==> src/rtl/sta_pkg.sv <==
// shared types, constants and helpers for the sensor threshold alarm
// no dependencies
package sta_pkg;

    localparam int SENSORS_DEF     = 4;
    localparam int TREND_DEPTH_DEF = 24;
    localparam int NOISE_STEP_DEF  = 20;
    localparam int SAMPLE_BITS_DEF = 12;

    localparam int SENS_W = 2;
    localparam int RAW_W  = 13;
    localparam int HOUR_W = 5;
    localparam int SLOT_W = 5;
    localparam int VAL_W  = 12;
    localparam int CNT_W  = 8;
    localparam int QUOT_W = 16;
    localparam int CIDX_W = 3;
    localparam int CDAT_W = 12;

    typedef enum logic [1:0] {
        MODE_SAMPLE = 2'd0,
        MODE_CHECK  = 2'd1,
        MODE_READ   = 2'd2,
        MODE_IDLE   = 2'd3
    } t_mode;

    localparam logic [1:0] COND_NONE = 2'd0;
    localparam logic [1:0] COND_LT   = 2'd1;
    localparam logic [1:0] COND_GT   = 2'd2;
    localparam logic [1:0] COND_RSVD = 2'd3;

    typedef enum logic [CIDX_W-1:0] {
        CFG_TRIP0  = 3'd0,
        CFG_TRIP1  = 3'd1,
        CFG_TRIP2  = 3'd2,
        CFG_TRIP3  = 3'd3,
        CFG_COND   = 3'd4,
        CFG_HYST   = 3'd5,
        CFG_CONSEC = 3'd6,
        CFG_MAXATT = 3'd7
    } t_cfg;

    typedef struct packed {
        t_mode               mode;
        logic [SENS_W-1:0]   sensor;
        logic                sensor_ok;
        logic                bad_read;
        logic                zero_val;
        logic [QUOT_W-1:0]   quot;
        logic [HOUR_W-1:0]   hour;
        logic                delivered;
        logic [SLOT_W-1:0]   slot;
    } t_item;

    function automatic logic [CNT_W-1:0] sat_inc(input logic [CNT_W-1:0] v);
        return (v == {CNT_W{1'b1}}) ? v : v + 1'b1;
    endfunction

endpackage

==> src/rtl/sta_ram.sv <==
// generic single write port ram with registered read
// no dependencies
module sta_ram #(
    parameter int WIDTH = 12,
    parameter int DEPTH = 96
) (
    input  logic                     i_clk,
    input  logic                     i_we,
    input  logic [$clog2(DEPTH)-1:0] i_waddr,
    input  logic [WIDTH-1:0]         i_wdata,
    input  logic                     i_re,
    input  logic [$clog2(DEPTH)-1:0] i_raddr,
    output logic [WIDTH-1:0]         o_rdata
);
    logic [WIDTH-1:0] r_mem [DEPTH];
    logic [WIDTH-1:0] r_rdata;

    always_ff @(posedge i_clk) begin
        if (i_we) begin
            r_mem[i_waddr] <= i_wdata;
        end
        if (i_re) begin
            r_rdata <= r_mem[i_raddr];
        end
    end

    assign o_rdata = r_rdata;
endmodule

==> src/rtl/sta_front.sv <==
// front end: decodes an input beat and quantizes the reading
// depends on sta_pkg
module sta_front import sta_pkg::*; #(
    parameter int SENSORS     = SENSORS_DEF,
    parameter int NOISE_STEP  = NOISE_STEP_DEF,
    parameter int SAMPLE_BITS = SAMPLE_BITS_DEF
) (
    input  logic [1:0]        i_mode,
    input  logic [SENS_W-1:0] i_sensor,
    input  logic [RAW_W-1:0]  i_raw_reading,
    input  logic [HOUR_W-1:0] i_hour,
    input  logic              i_alert_delivered,
    input  logic [SLOT_W-1:0] i_trend_slot,
    output t_item             o_item
);
    localparam int SHIFT   = SAMPLE_BITS + $clog2(NOISE_STEP);
    localparam int RECIP_W = SAMPLE_BITS + 2;
    localparam logic [RECIP_W-1:0] RECIP =
        RECIP_W'((2 ** SHIFT + NOISE_STEP - 1) / NOISE_STEP);
    localparam logic [16:0] MAX_S = 17'((2 ** SAMPLE_BITS) - 1);
    localparam int PROD_W = SAMPLE_BITS + RECIP_W;

    logic                   neg;
    logic [16:0]            mag_x;
    logic [16:0]            sat_x;
    logic [SAMPLE_BITS-1:0] sat;
    logic [PROD_W-1:0]      prod;

    assign neg   = i_raw_reading[RAW_W-1];
    assign mag_x = 17'(i_raw_reading[RAW_W-2:0]);
    assign sat_x = (mag_x > MAX_S) ? MAX_S : mag_x;
    assign sat   = sat_x[SAMPLE_BITS-1:0];
    assign prod  = PROD_W'(sat) * PROD_W'(RECIP);

    always_comb begin
        o_item.mode      = t_mode'(i_mode);
        o_item.sensor    = i_sensor;
        o_item.sensor_ok = 32'(i_sensor) < SENSORS;
        o_item.bad_read  = i_raw_reading == {RAW_W{1'b1}};
        o_item.zero_val  = neg || (sat_x <= 17'(NOISE_STEP));
        o_item.quot      = QUOT_W'(prod >> SHIFT);
        o_item.hour      = i_hour;
        o_item.delivered = i_alert_delivered;
        o_item.slot      = i_trend_slot;
    end
endmodule

==> src/rtl/sta_fifo.sv <==
// two entry queue between front and back
// depends on sta_pkg
module sta_fifo import sta_pkg::*; (
    input  logic  i_clk,
    input  logic  i_rst_n,
    input  logic  i_push,
    input  t_item i_data,
    input  logic  i_pop,
    output logic  o_full,
    output logic  o_valid,
    output t_item o_data
);
    t_item      r_mem [2];
    logic       r_wp;
    logic       r_rp;
    logic [1:0] r_cnt;

    always_ff @(posedge i_clk) begin
        if (!i_rst_n) begin
            r_wp  <= 1'b0;
            r_rp  <= 1'b0;
            r_cnt <= 2'd0;
        end else begin
            if (i_push) begin
                r_wp <= ~r_wp;
            end
            if (i_pop) begin
                r_rp <= ~r_rp;
            end
            r_cnt <= r_cnt + 2'(i_push) - 2'(i_pop);
        end
        if (i_push) begin
            r_mem[r_wp] <= i_data;
        end
    end

    assign o_full  = r_cnt == 2'd2;
    assign o_valid = r_cnt != 2'd0;
    assign o_data  = r_mem[r_rp];
endmodule

==> src/rtl/sta_back.sv <==
// back end: per sensor state, alarm logic, trend store and result register
// depends on sta_pkg and sta_ram
module sta_back import sta_pkg::*; #(
    parameter int SENSORS     = SENSORS_DEF,
    parameter int TREND_DEPTH = TREND_DEPTH_DEF,
    parameter int NOISE_STEP  = NOISE_STEP_DEF
) (
    input  logic              i_clk,
    input  logic              i_rst_n,
    input  logic              i_cfg_we,
    input  logic [CIDX_W-1:0] i_cfg_idx,
    input  logic [CDAT_W-1:0] i_cfg_data,
    input  logic              i_item_valid,
    input  t_item             i_item,
    output logic              o_pop,
    output logic              o_valid,
    input  logic              i_stall,
    output logic [VAL_W-1:0]  o_value,
    output logic              o_read_error,
    output logic              o_send_alert,
    output logic              o_alert_armed,
    output logic [CNT_W-1:0]  o_attempt_count,
    output logic [VAL_W-1:0]  o_trend_value
);
    localparam int HW    = $clog2(TREND_DEPTH);
    localparam int DEPTH = SENSORS * TREND_DEPTH;
    localparam int AW    = $clog2(DEPTH);
    localparam int NS_W  = $clog2(NOISE_STEP + 1);

    logic [VAL_W-1:0] r_trip [4];
    logic [7:0]       r_cond;
    logic [VAL_W-1:0] r_hyst;
    logic [CNT_W-1:0] r_consec;
    logic [CNT_W-1:0] r_maxatt;

    logic [VAL_W-1:0]  r_value [SENSORS], n_value [SENSORS];
    logic              r_err   [SENSORS], n_err   [SENSORS];
    logic [HW-1:0]     r_head  [SENSORS], n_head  [SENSORS];
    logic [HOUR_W-1:0] r_last  [SENSORS], n_last  [SENSORS];
    logic [CNT_W-1:0]  r_on    [SENSORS], n_on    [SENSORS];
    logic [CNT_W-1:0]  r_off   [SENSORS], n_off   [SENSORS];
    logic [1:0]        r_prev  [SENSORS], n_prev  [SENSORS];
    logic              r_armed [SENSORS], n_armed [SENSORS];
    logic [CNT_W-1:0]  r_att   [SENSORS], n_att   [SENSORS];
    logic              r_primed, n_primed;
    logic [DEPTH-1:0]  r_tvld;

    logic              r_ov;
    logic [VAL_W-1:0]  r_o_value;
    logic              r_o_err;
    logic              r_o_sent;
    logic              r_o_armed;
    logic [CNT_W-1:0]  r_o_att;
    logic              r_tsel;
    logic              r_rd_vld;

    logic                    fire;
    logic [SENS_W-1:0]       s;
    logic [QUOT_W+NS_W-1:0]  qprod;
    logic [VAL_W-1:0]        vq;
    logic [1:0]              cond;
    logic [VAL_W-1:0]        val;
    logic [VAL_W-1:0]        trip;
    logic                    hit_on;
    logic                    hit_off;
    logic [CNT_W-1:0]        on_b;
    logic [CNT_W-1:0]        off_b;
    logic [CNT_W-1:0]        ct;
    logic                    arm_n;
    logic [CNT_W-1:0]        att_n;
    logic                    sent;
    logic [HOUR_W-1:0]       last_cmp;
    logic [HW-1:0]           hd_dec;
    logic                    slot_ok;
    logic [HW:0]             rsum;
    logic [HW-1:0]           ridx;
    logic [AW-1:0]           base;
    logic                    we;
    logic [AW-1:0]           waddr;
    logic [AW-1:0]           raddr;
    logic                    tsel;
    logic [VAL_W-1:0]        rdata;

    assign fire  = i_item_valid && (!r_ov || !i_stall);
    assign o_pop = fire;
    assign s     = i_item.sensor;

    assign qprod = (QUOT_W + NS_W)'(i_item.quot) * (QUOT_W + NS_W)'(NOISE_STEP);
    assign vq    = i_item.zero_val ? '0 : qprod[VAL_W-1:0];

    assign cond = (r_cond[2*s +: 2] == COND_RSVD) ? COND_NONE : r_cond[2*s +: 2];
    assign val  = r_value[s];
    assign trip = r_trip[s];

    always_comb begin
        hit_on  = 1'b0;
        hit_off = 1'b0;
        case (cond)
            COND_LT: begin
                hit_on  = val < trip;
                hit_off = {1'b0, val} >= ({1'b0, trip} + {1'b0, r_hyst});
            end
            COND_GT: begin
                hit_on  = val > trip;
                hit_off = ({1'b0, val} + {1'b0, r_hyst}) <= {1'b0, trip};
            end
            default: begin
                hit_on  = 1'b0;
                hit_off = 1'b0;
            end
        endcase
    end

    assign on_b  = (cond != r_prev[s]) ? '0 : r_on[s];
    assign off_b = (cond != r_prev[s]) ? '0 : r_off[s];
    assign ct    = hit_on ? sat_inc(on_b) : sat_inc(off_b);
    assign arm_n = !i_item.delivered;
    assign att_n = arm_n ? sat_inc(r_att[s]) : '0;

    assign base     = AW'(32'(s) * TREND_DEPTH);
    assign hd_dec   = (r_head[s] == '0) ? HW'(TREND_DEPTH - 1) : r_head[s] - 1'b1;
    assign waddr    = base + AW'(hd_dec);
    assign last_cmp = r_primed ? r_last[s] : i_item.hour;

    assign slot_ok = 32'(i_item.slot) < TREND_DEPTH;
    assign rsum    = {1'b0, r_head[s]} + {1'b0, HW'(i_item.slot)};
    assign ridx    = (32'(rsum) >= TREND_DEPTH) ? HW'(32'(rsum) - TREND_DEPTH) : rsum[HW-1:0];
    assign raddr   = base + AW'(ridx);
    assign tsel    = i_item.sensor_ok && (i_item.mode == MODE_READ) && slot_ok;

    always_comb begin
        n_value  = r_value;
        n_err    = r_err;
        n_head   = r_head;
        n_last   = r_last;
        n_on     = r_on;
        n_off    = r_off;
        n_prev   = r_prev;
        n_armed  = r_armed;
        n_att    = r_att;
        n_primed = r_primed;
        sent     = 1'b0;
        we       = 1'b0;
        if (fire && i_item.sensor_ok) begin
            case (i_item.mode)
                MODE_SAMPLE: begin
                    if (i_item.bad_read) begin
                        n_err[s] = 1'b1;
                    end else begin
                        n_err[s]   = 1'b0;
                        n_value[s] = vq;
                        if (!r_primed) begin
                            for (int i = 0; i < SENSORS; i++) begin
                                n_last[i] = i_item.hour;
                            end
                            n_primed = 1'b1;
                        end
                        if (i_item.hour != last_cmp) begin
                            n_head[s] = hd_dec;
                            n_last[s] = i_item.hour;
                            we        = 1'b1;
                        end
                    end
                end
                MODE_CHECK: begin
                    if (!r_err[s]) begin
                        n_prev[s] = cond;
                        n_on[s]   = on_b;
                        n_off[s]  = off_b;
                        if (hit_on) begin
                            n_on[s]  = sat_inc(on_b);
                            n_off[s] = '0;
                        end else if (hit_off) begin
                            n_on[s]  = '0;
                            n_off[s] = sat_inc(off_b);
                        end
                        if ((hit_on || hit_off) && ct >= r_consec) begin
                            if (hit_off) begin
                                n_armed[s] = 1'b1;
                                n_att[s]   = '0;
                            end else if (r_armed[s]) begin
                                sent       = 1'b1;
                                n_att[s]   = att_n;
                                n_armed[s] = arm_n && !(att_n >= r_maxatt);
                            end
                        end
                    end
                end
                default: begin
                    sent = 1'b0;
                end
            endcase
        end
    end

    sta_ram #(
        .WIDTH (VAL_W),
        .DEPTH (DEPTH)
    ) u_trend (
        .i_clk   (i_clk),
        .i_we    (we),
        .i_waddr (waddr),
        .i_wdata (vq),
        .i_re    (fire),
        .i_raddr (raddr),
        .o_rdata (rdata)
    );

    always_ff @(posedge i_clk) begin
        if (!i_rst_n) begin
            for (int i = 0; i < 4; i++) begin
                r_trip[i] <= '0;
            end
            r_cond   <= '0;
            r_hyst   <= VAL_W'(50);
            r_consec <= CNT_W'(5);
            r_maxatt <= CNT_W'(5);
            for (int i = 0; i < SENSORS; i++) begin
                r_value[i] <= '0;
                r_err[i]   <= 1'b0;
                r_head[i]  <= '0;
                r_last[i]  <= '0;
                r_on[i]    <= '0;
                r_off[i]   <= '0;
                r_prev[i]  <= COND_NONE;
                r_armed[i] <= 1'b1;
                r_att[i]   <= '0;
            end
            r_primed <= 1'b0;
            r_tvld   <= '0;
            r_ov     <= 1'b0;
        end else begin
            if (i_cfg_we) begin
                case (t_cfg'(i_cfg_idx))
                    CFG_TRIP0:  r_trip[0] <= i_cfg_data;
                    CFG_TRIP1:  r_trip[1] <= i_cfg_data;
                    CFG_TRIP2:  r_trip[2] <= i_cfg_data;
                    CFG_TRIP3:  r_trip[3] <= i_cfg_data;
                    CFG_COND:   r_cond    <= i_cfg_data[7:0];
                    CFG_HYST:   r_hyst    <= i_cfg_data;
                    CFG_CONSEC: r_consec  <= i_cfg_data[CNT_W-1:0];
                    CFG_MAXATT: r_maxatt  <= i_cfg_data[CNT_W-1:0];
                    default:    r_cond    <= r_cond;
                endcase
            end
            r_value  <= n_value;
            r_err    <= n_err;
            r_head   <= n_head;
            r_last   <= n_last;
            r_on     <= n_on;
            r_off    <= n_off;
            r_prev   <= n_prev;
            r_armed  <= n_armed;
            r_att    <= n_att;
            r_primed <= n_primed;
            if (we) begin
                r_tvld[waddr] <= 1'b1;
            end
            if (fire) begin
                r_ov <= 1'b1;
            end else if (!i_stall) begin
                r_ov <= 1'b0;
            end
        end
        if (fire) begin
            r_o_value <= i_item.sensor_ok ? n_value[s] : '0;
            r_o_err   <= i_item.sensor_ok && n_err[s];
            r_o_sent  <= sent;
            r_o_armed <= i_item.sensor_ok && n_armed[s];
            r_o_att   <= i_item.sensor_ok ? n_att[s] : '0;
            r_tsel    <= tsel;
            r_rd_vld  <= r_tvld[raddr];
        end
    end

    assign o_valid         = r_ov;
    assign o_value         = r_o_value;
    assign o_read_error    = r_o_err;
    assign o_send_alert    = r_o_sent;
    assign o_alert_armed   = r_o_armed;
    assign o_attempt_count = r_o_att;
    assign o_trend_value   = (r_tsel && r_rd_vld) ? rdata : '0;
endmodule

==> src/rtl/sensor_threshold_alarm_with_trends.sv <==
// an accepted beat waits in the queue, then its result is registered in the back end
// throughput: one beat per cycle while i_stall is low; a two entry queue parts decode from the state update
// the trend store is one ram with a registered read, cleared through per entry valid bits
// reset: synchronous, active low; clears sensor state, config and valid bits, not result data; no clearing pass
// depends on sta_pkg, sta_front, sta_fifo, sta_back, sta_ram
module sensor_threshold_alarm_with_trends import sta_pkg::*; #(
    parameter int SENSORS     = SENSORS_DEF,
    parameter int TREND_DEPTH = TREND_DEPTH_DEF,
    parameter int NOISE_STEP  = NOISE_STEP_DEF,
    parameter int SAMPLE_BITS = SAMPLE_BITS_DEF
) (
    input  logic              i_clk,
    input  logic              i_rst_n,
    input  logic              i_cfg_we,
    input  logic [CIDX_W-1:0] i_cfg_idx,
    input  logic [CDAT_W-1:0] i_cfg_data,
    input  logic              i_valid,
    output logic              o_stall,
    input  logic [1:0]        i_mode,
    input  logic [SENS_W-1:0] i_sensor,
    input  logic [RAW_W-1:0]  i_raw_reading,
    input  logic [HOUR_W-1:0] i_hour,
    input  logic              i_alert_delivered,
    input  logic [SLOT_W-1:0] i_trend_slot,
    output logic              o_valid,
    input  logic              i_stall,
    output logic [VAL_W-1:0]  o_value,
    output logic              o_read_error,
    output logic              o_send_alert,
    output logic              o_alert_armed,
    output logic [CNT_W-1:0]  o_attempt_count,
    output logic [VAL_W-1:0]  o_trend_value
);
    t_item item_in;
    t_item item_q;
    logic  q_full;
    logic  q_valid;
    logic  pop;

    sta_front #(
        .SENSORS     (SENSORS),
        .NOISE_STEP  (NOISE_STEP),
        .SAMPLE_BITS (SAMPLE_BITS)
    ) u_front (
        .i_mode            (i_mode),
        .i_sensor          (i_sensor),
        .i_raw_reading     (i_raw_reading),
        .i_hour            (i_hour),
        .i_alert_delivered (i_alert_delivered),
        .i_trend_slot      (i_trend_slot),
        .o_item            (item_in)
    );

    sta_fifo u_fifo (
        .i_clk   (i_clk),
        .i_rst_n (i_rst_n),
        .i_push  (i_valid && !q_full),
        .i_data  (item_in),
        .i_pop   (pop),
        .o_full  (q_full),
        .o_valid (q_valid),
        .o_data  (item_q)
    );

    sta_back #(
        .SENSORS     (SENSORS),
        .TREND_DEPTH (TREND_DEPTH),
        .NOISE_STEP  (NOISE_STEP)
    ) u_back (
        .i_clk           (i_clk),
        .i_rst_n         (i_rst_n),
        .i_cfg_we        (i_cfg_we),
        .i_cfg_idx       (i_cfg_idx),
        .i_cfg_data      (i_cfg_data),
        .i_item_valid    (q_valid),
        .i_item          (item_q),
        .o_pop           (pop),
        .o_valid         (o_valid),
        .i_stall         (i_stall),
        .o_value         (o_value),
        .o_read_error    (o_read_error),
        .o_send_alert    (o_send_alert),
        .o_alert_armed   (o_alert_armed),
        .o_attempt_count (o_attempt_count),
        .o_trend_value   (o_trend_value)
    );

    assign o_stall = q_full;

    a_sent_no_err: assert property (@(posedge i_clk) disable iff (!i_rst_n)
        o_valid |-> !(o_send_alert && o_read_error))
        else $error("alert sent for a sensor with a bad read");

    a_reset_idle: assert property (@(posedge i_clk)
        !i_rst_n |=> !o_valid && !o_stall)
        else $error("result or stall present right after reset");

    a_pop_has_room: assert property (@(posedge i_clk) disable iff (!i_rst_n)
        pop |-> q_valid && (!o_valid || !i_stall))
        else $error("queue popped without an item or output room");
endmodule

==> config.mk <==
export PLATFORM = sky130hd
export DESIGN_NAME = sensor_threshold_alarm_with_trends
export DESIGN_NICKNAME = d
export VERILOG_FILES = /design/src/rtl/sta_pkg.sv /design/src/rtl/sta_ram.sv /design/src/rtl/sta_front.sv /design/src/rtl/sta_fifo.sv /design/src/rtl/sta_back.sv /design/src/rtl/sensor_threshold_alarm_with_trends.sv
export SDC_FILE = /design/constraint.sdc
export NUM_CORES = 2
export LEC_CHECK = 0
export ABC_AREA = 0
export BUFFER_PORTS_ARGS = -buffer_cell sky130_fd_sc_hd__buf_2
export CAP_MARGIN = 40
export CORE_MARGIN = 2
export CORE_UTILIZATION = 60
export DETAILED_ROUTE_END_ITERATION = 8
export PLACE_DENSITY = 0.84
export SLEW_MARGIN = 15
export SYNTH_ARGS = -nofsm -noshare
export SYNTH_HDL_FRONTEND = slang
export SYNTH_SLANG_ARGS = --single-unit
==> constraint.sdc <==
create_clock -name i_clk -period 17.3 [get_ports i_clk]
set_input_delay 1.73 -clock i_clk [delete_from_list [all_inputs] [get_ports i_clk]]
set_output_delay 1.73 -clock i_clk [all_outputs]
set_load 0.05 [all_outputs]
# Yosys cells after proc, flatten, opt, wreduce, memory -nomap -nowiden
# Memories as Yosys holds them, arrays and structs flattened. A register that Yosys moved wholly into a read port is not among the register bits.
# Index checks and enable logic that the tools add are counted.
[op_classes]
addsub = 12
n_mux = 140
reduce_logical = 32
shift = 1
n_eq_ne = 20
magnitude_cmp = 15
n_bitwise = 21
mul = 3
[ops]
columns = ["op", "n"]
rows = [
  ["$mux W32", 10],
  ["$bwmux W32", 5],
  ["$mux W12", 12],
  ["$mux W48", 3],
  ["$mux W8", 16],
  ["$mux W20", 5],
  ["$and A32 B32 Y32", 3],
  ["$or A96 B96 Y96", 1],
  ["$bmux W8 S2", 4],
  ["$bmux W12 S2", 2],
  ["$bwmux W48", 1],
  ["$mux W1", 41],
  ["$bwmux W20", 2],
  ["$mux W5", 8],
  ["$mux W4", 9],
  ["$not A32 Y32", 1],
  ["$add A12 B12 Y13", 2],
  ["$add A8 B1 Y8 const B", 3],
  ["$demux W12 S2", 1],
  ["$eq A8 B8 Y1 const B", 3],
  ["$mul A12 B12 Y24 const B", 1],
  ["$bmux W5 S2", 2],
  ["$le A17 B5 Y1 const B", 1],
  ["$demux W8 S2", 1],
  ["other kinds (60)", 107],
]
[word_totals]
in_bits = 48
mem_count = 3
reg_bits = 363
out_inout_bits = 37
mem_bits_rw = 1250
[memory_table]
columns = ["memory", "depth", "word_bits", "rd", "rd_ports_with_merged_regs", "write_ports", "line_no", "source"]
rows = [
  ["u_back.u_trend.r_mem", 96, 12, 1, 1, 1, "sta_ram.sv:15", "logic [WIDTH-1:0] r_mem [DEPTH];"],
  ["u_fifo.r_mem", 2, 25, 1, 1, 1, "sta_fifo.sv:13", "t_item r_mem [2];"],
  ["u_back.r_trip", 4, 12, 1, 0, 4, "sta_back.sv:30", "logic [VAL_W-1:0] r_trip [4];"],
]

# Longest topological paths before layout
[logic_depth]
depth_word = 21
ltp_mapped = 37

# By module
# From an unflattened synthesis, not the netlist that was laid out.
[unflattened]
cells_unflattened = 4709
hier_area_um2 = 72231.8
[by_module_without_submodules]
columns = ["mod", "area_per_inst_um2", "cells_each", "n_inst"]
rows = [
  ["sta_ram", 44780.4, 1996, 1],
  ["sta_back", 21640.8, 2261, 1],
  ["sta_front", 2960.3, 324, 1],
  ["sta_fifo", 2836.5, 127, 1],
  ["sensor_threshold_alarm_with_trends", 13.8, 1, 1],
]

# Worst setup path before layout
# Ideal clock, no wire load.
[synth_path]
kind = "reg2reg"
from = "register (tool-made name)"
to = "register u_back.r_o_value[7], in the netlist u_back.o_value[7] (data pin)"
stages_incl_launch_ff = 14
t_required_ps = 17171
path_buffers = 3
arrival_ps = 7937
setup_slack_ps = 9234
setup_ps = 129
cell_sequence = "dfxtp_1 -> buf_2 -> buf_1 -> clkbuf_1 -> mux2_2 -> ha_1 -> ha_1 -> inv_1 -> fa_1 -> nor2b_1 -> nor3b_1 -> mux2i_1 -> mux4_2 -> inv_1"
[synth_rtl]
columns = ["item", "line_no", "source"]
rows = [
  ["to (signal assigned)", "sta_back.sv:266", "r_o_value <= i_item.sensor_ok ? n_value[s] : '0;"],
  ["to (decl)", "sta_back.sv:49", "logic [VAL_W-1:0] r_o_value;"],
]

==> metrics.md <==
| Metric | Value |
|---|---|
| Clock skew | 44.8 ps |
| Period utilization | 49.7% |
| Via count | 39100 |
| Gr usage total | 31.5% |
| Sequential share of power | 39.6% |
| Max-slew violations | 0 |
| Pwr Total | 11.9 mW |
| Leakage | 25.2 nW |
| Post-synth top area share | 52.0% |
| Family with the most delay on the worst path | compound AO/OA/AOI/OAI gates |
| Sw frac | 34.7% |
| Ports | 85 |
| CP required | 17820 ps |
| Crit path largest cell delay | 610 ps |
| Global-route wire length before repair | 253000 um |
| Drt initial violations | 5732 |
| Core area | 0.104 mm^2 |
| Ys Warns | 0 |
| Row count | 118 |
| Final hold violation count | 0 |
| Transition time of the tightest slew-check pin | 1130 ps |
| H-Tree Level Count | 4 |
| Fill cells | 6280 |
| Worst path bufs/invs | 6 |
| TritonCTS clock tree | yes |
| Initial core utilization | 60.7% |
| Logic gate share of total power | 34.6% |
| Commonest non-fill, non-tap cell in the layout | edfxtp_1 |
| Final wirelength | 168000 um |
| PostCTS Resize Cnt | 0 |
| Startpoint Class | register |
| Root Driver | clkbuf_16 |
| Async SR Flop Fraction | 0% |
| Peak supply drop | 0.213 mV |
| Net Switching | 4.15 mW |
| Vias in the first global route | 39200 |
| CP Max Fanout | 35 |
| Post-synth EDFFs | 1093 |
| RSZ-0062 raised after global routing | false |
| Critical path endpoint category | register |
| Initial antenna violation count | 5 |
| Endpoints failing setup | 0 |
| Power Dens Cells | 168 mW/mm^2 |
| Clk Latency, worst-skew pair | 770 ps |
| Setup Buffers After CTS | 0 |
| Main area contributors after synthesis | edfxtp_1 (52%), mux4_2 (14%), dfxtp_1 (11%), ha_1 (4.2%), nand2_1 (1.5%) |
| Pre-antenna DRT Iters | 6 |
| Drt drc | 0 |
| Post-Synthesis Cells | 4060 |
| WL per Instance | 29.3 um |
| Max frequency | 116 MHz |
| CTS Hold Bufs | 0 |
| Area grow syn2layout | 12.4% |
| WS Path Type | register to register |
| Clock-pin transition on the worst setup and hold timing paths | 60 ps |
| Most frequent cells in the layout | edfxtp_1 (1093), mux4_2 (400), dfxtp_1 (338) |
| Slew margin rel. | 24.9% |
| Sequential area share after synthesis | 62.7% |
| Grt ovf | 0 |
| Critical-path top delay cell | mux4_2 |
| Sequential Area | 0.0396 mm^2 |
| Worst min-delay path class | register to register |
| Distinct cell type count after synthesis | 93 |
| Int Pwr | 7.80 mW |
| Avg Cell Area, Syn | 15.6 um^2 |
| Max-Cap Viols | 0 |
| Yosys reg bits | 1432 |
| Clk buf depth | 3 |
| Die height | 328 um |
| Hpwl dp | 102000 um |
| Multi-input gate area | 0.0221 mm^2 |
| Largest net degree at the start of global routing | 171 |
| RD Place Congestion | 0.888 |
| Clk pwr share | 25.8% |
| Yosys top cell by area | edfxtp_1 |
| Die width | 328 um |
| Cts bufs inserted | 139 |
| Synth Cell Area | 0.0631 mm^2 |
| Final TNS setup | 0 ps |
| Final nets | 4547 |
| Die ar. | 0.108 mm^2 |
| Vias per cell | 6.82 |
| Critical Path AT | 9120 ps |
| Share of cells above drive strength 1 | 22.1% |
| Final min period | 8600 ps |
| Status | complete, no violations |
| Top FF cell, synth | edfxtp_1 |
| Final ANT Viol Nets | 0 |
| CTS sink cnt | 1432 |
| Number of I/O port buffers | 82 |
[layer usage]
layer / routed length (um) / global-route usage [%] / vias to the layer above
met4: 7600 / 13.0 / 6
li1: - / - / 16100
met2: 81000 / 50.4 / 2967
met5: 46 / 0 / -
met3: 18900 / 7.25 / 545
met1: 60700 / 42.2 / 19600
[tightest hold or removal path, cell delays in order (launching register included)]
cell and delay [ps]:
dfxtp_1 310, nand2_1 50, a21oi_1 50
[state kept, by name (all words and copies together), names as in the netlist, 2 cells and up, named ones only]
signal and flops:
u_fifo.r_mem 50, u_back.r_hyst 12, u_back.r_prev 8, u_fifo.r_cnt 2, u_back.u_trend.r_mem 960, u_back.r_att 32, u_back.r_off 32, u_back.o_attempt_count 8
u_back.r_trip 48, u_back.r_head 20, u_back.r_tvld 96, u_back.r_err 4, u_back.r_cond 8, u_back.r_on 32, u_back.r_maxatt 8, u_back.r_consec 8
u_back.u_trend.o_rdata 10, u_back.r_last 20, u_back.r_value 48, u_back.o_value 12, u_back.r_armed 4
[power groups by stage]
stage | Sequential [mW] | Combinational, mW | Clock (mW)
after floorplan | 4.93 | 2.29 | 0
after global placement | 4.81 | 3.52 | 0
after detailed placement | 4.80 | 3.87 | 0
after CTS | 4.73 | 3.97 | 3.10
after global routing | 4.73 | 4.34 | 3.22
final | 4.73 | 4.13 | 3.09
[stage by stage]
| step | setup WS [ps] | cell area [um^2] | cells | utilization (%) | hold slack [ps] |
|---|---|---|---|---|---|
| final | 8700 | 71000 | 5741 | 68.3 | 456 |
| after floorplan | 9230 | 63100 | 4061 | - | 433 |
| after global routing | 8060 | 71000 | 5740 | 68.3 | 477 |
| after CTS | 8810 | 70800 | 5731 | 68.1 | 456 |
| after detailed placement | 8820 | 66200 | 5472 | 63.7 | 447 |
| after global placement | 9050 | 64900 | 5345 | 62.4 | 440 |
[layout make-up]
| class | count | area share, % |
|---|---|---|
| Inverter | 163 | 0.871 |
| Clock inverter | 70 | 1.00 |
| Antenna cell | 1 | 0.00353 |
| Tap cell | 1380 | 2.43 |
| Timing Repair Buffer | 265 | 3.25 |
| Sequential cell | 1432 | 55.8 |
| Multi-Input combinational cell | 2241 | 31.2 |
| Clock buffer | 189 | 5.47 |
[kinds of logic after synthesis]
| logic type | Yosys count | share of synthesized area, % |
|---|---|---|
| buf+inv | 388 | 2.43 |
| fa+ha+maj | 257 | 5.62 |
| simple gates | 845 | 6.41 |
| flops | 1432 | 62.7 |
| mux | 506 | 16.0 |
| compound gates | 571 | 5.94 |
| xor+xnor | 60 | 0.832 |
| other cells | 1 | 0.00594 |
[Yosys cell counts (18+ instances only)]
library cell	number
a211oi_1	37
a21o_1	23
a21oi_1	158
and2_1	93
and3_1	38
buf_1	33
buf_2	23
clkbuf_1	160
dfxtp_1	339
edfxtp_1	1093
fa_1	44
ha_1	213
inv_1	160
mux2_2	20
mux2i_1	84
mux4_2	400
nand2_1	258
nand2b_1	19
nand3_1	63
nor2_1	258
nor3_1	25
o211ai_1	18
o21a_1	106
o21ai_0	92
xnor2_1	36
xor2_1	24
[path summary, 6_finish.rpt]
| check | endpoint | startpoint | slack [ps] | cells past startpoint |
|---|---|---|---|---|
| worst min register to register | u_back.r_maxatt[6] | u_back.r_maxatt[6] | 460 | 2 |
| worst max-delay path | u_back.o_attempt_count[1] | register | 8700 | 28 |
| worst min-delay path | u_back.r_maxatt[6] | u_back.r_maxatt[6] | 460 | 2 |
| worst max register to register | u_back.o_attempt_count[1] | register | 8700 | 28 |
Note: power is estimated with default switching activity, not from simulation.
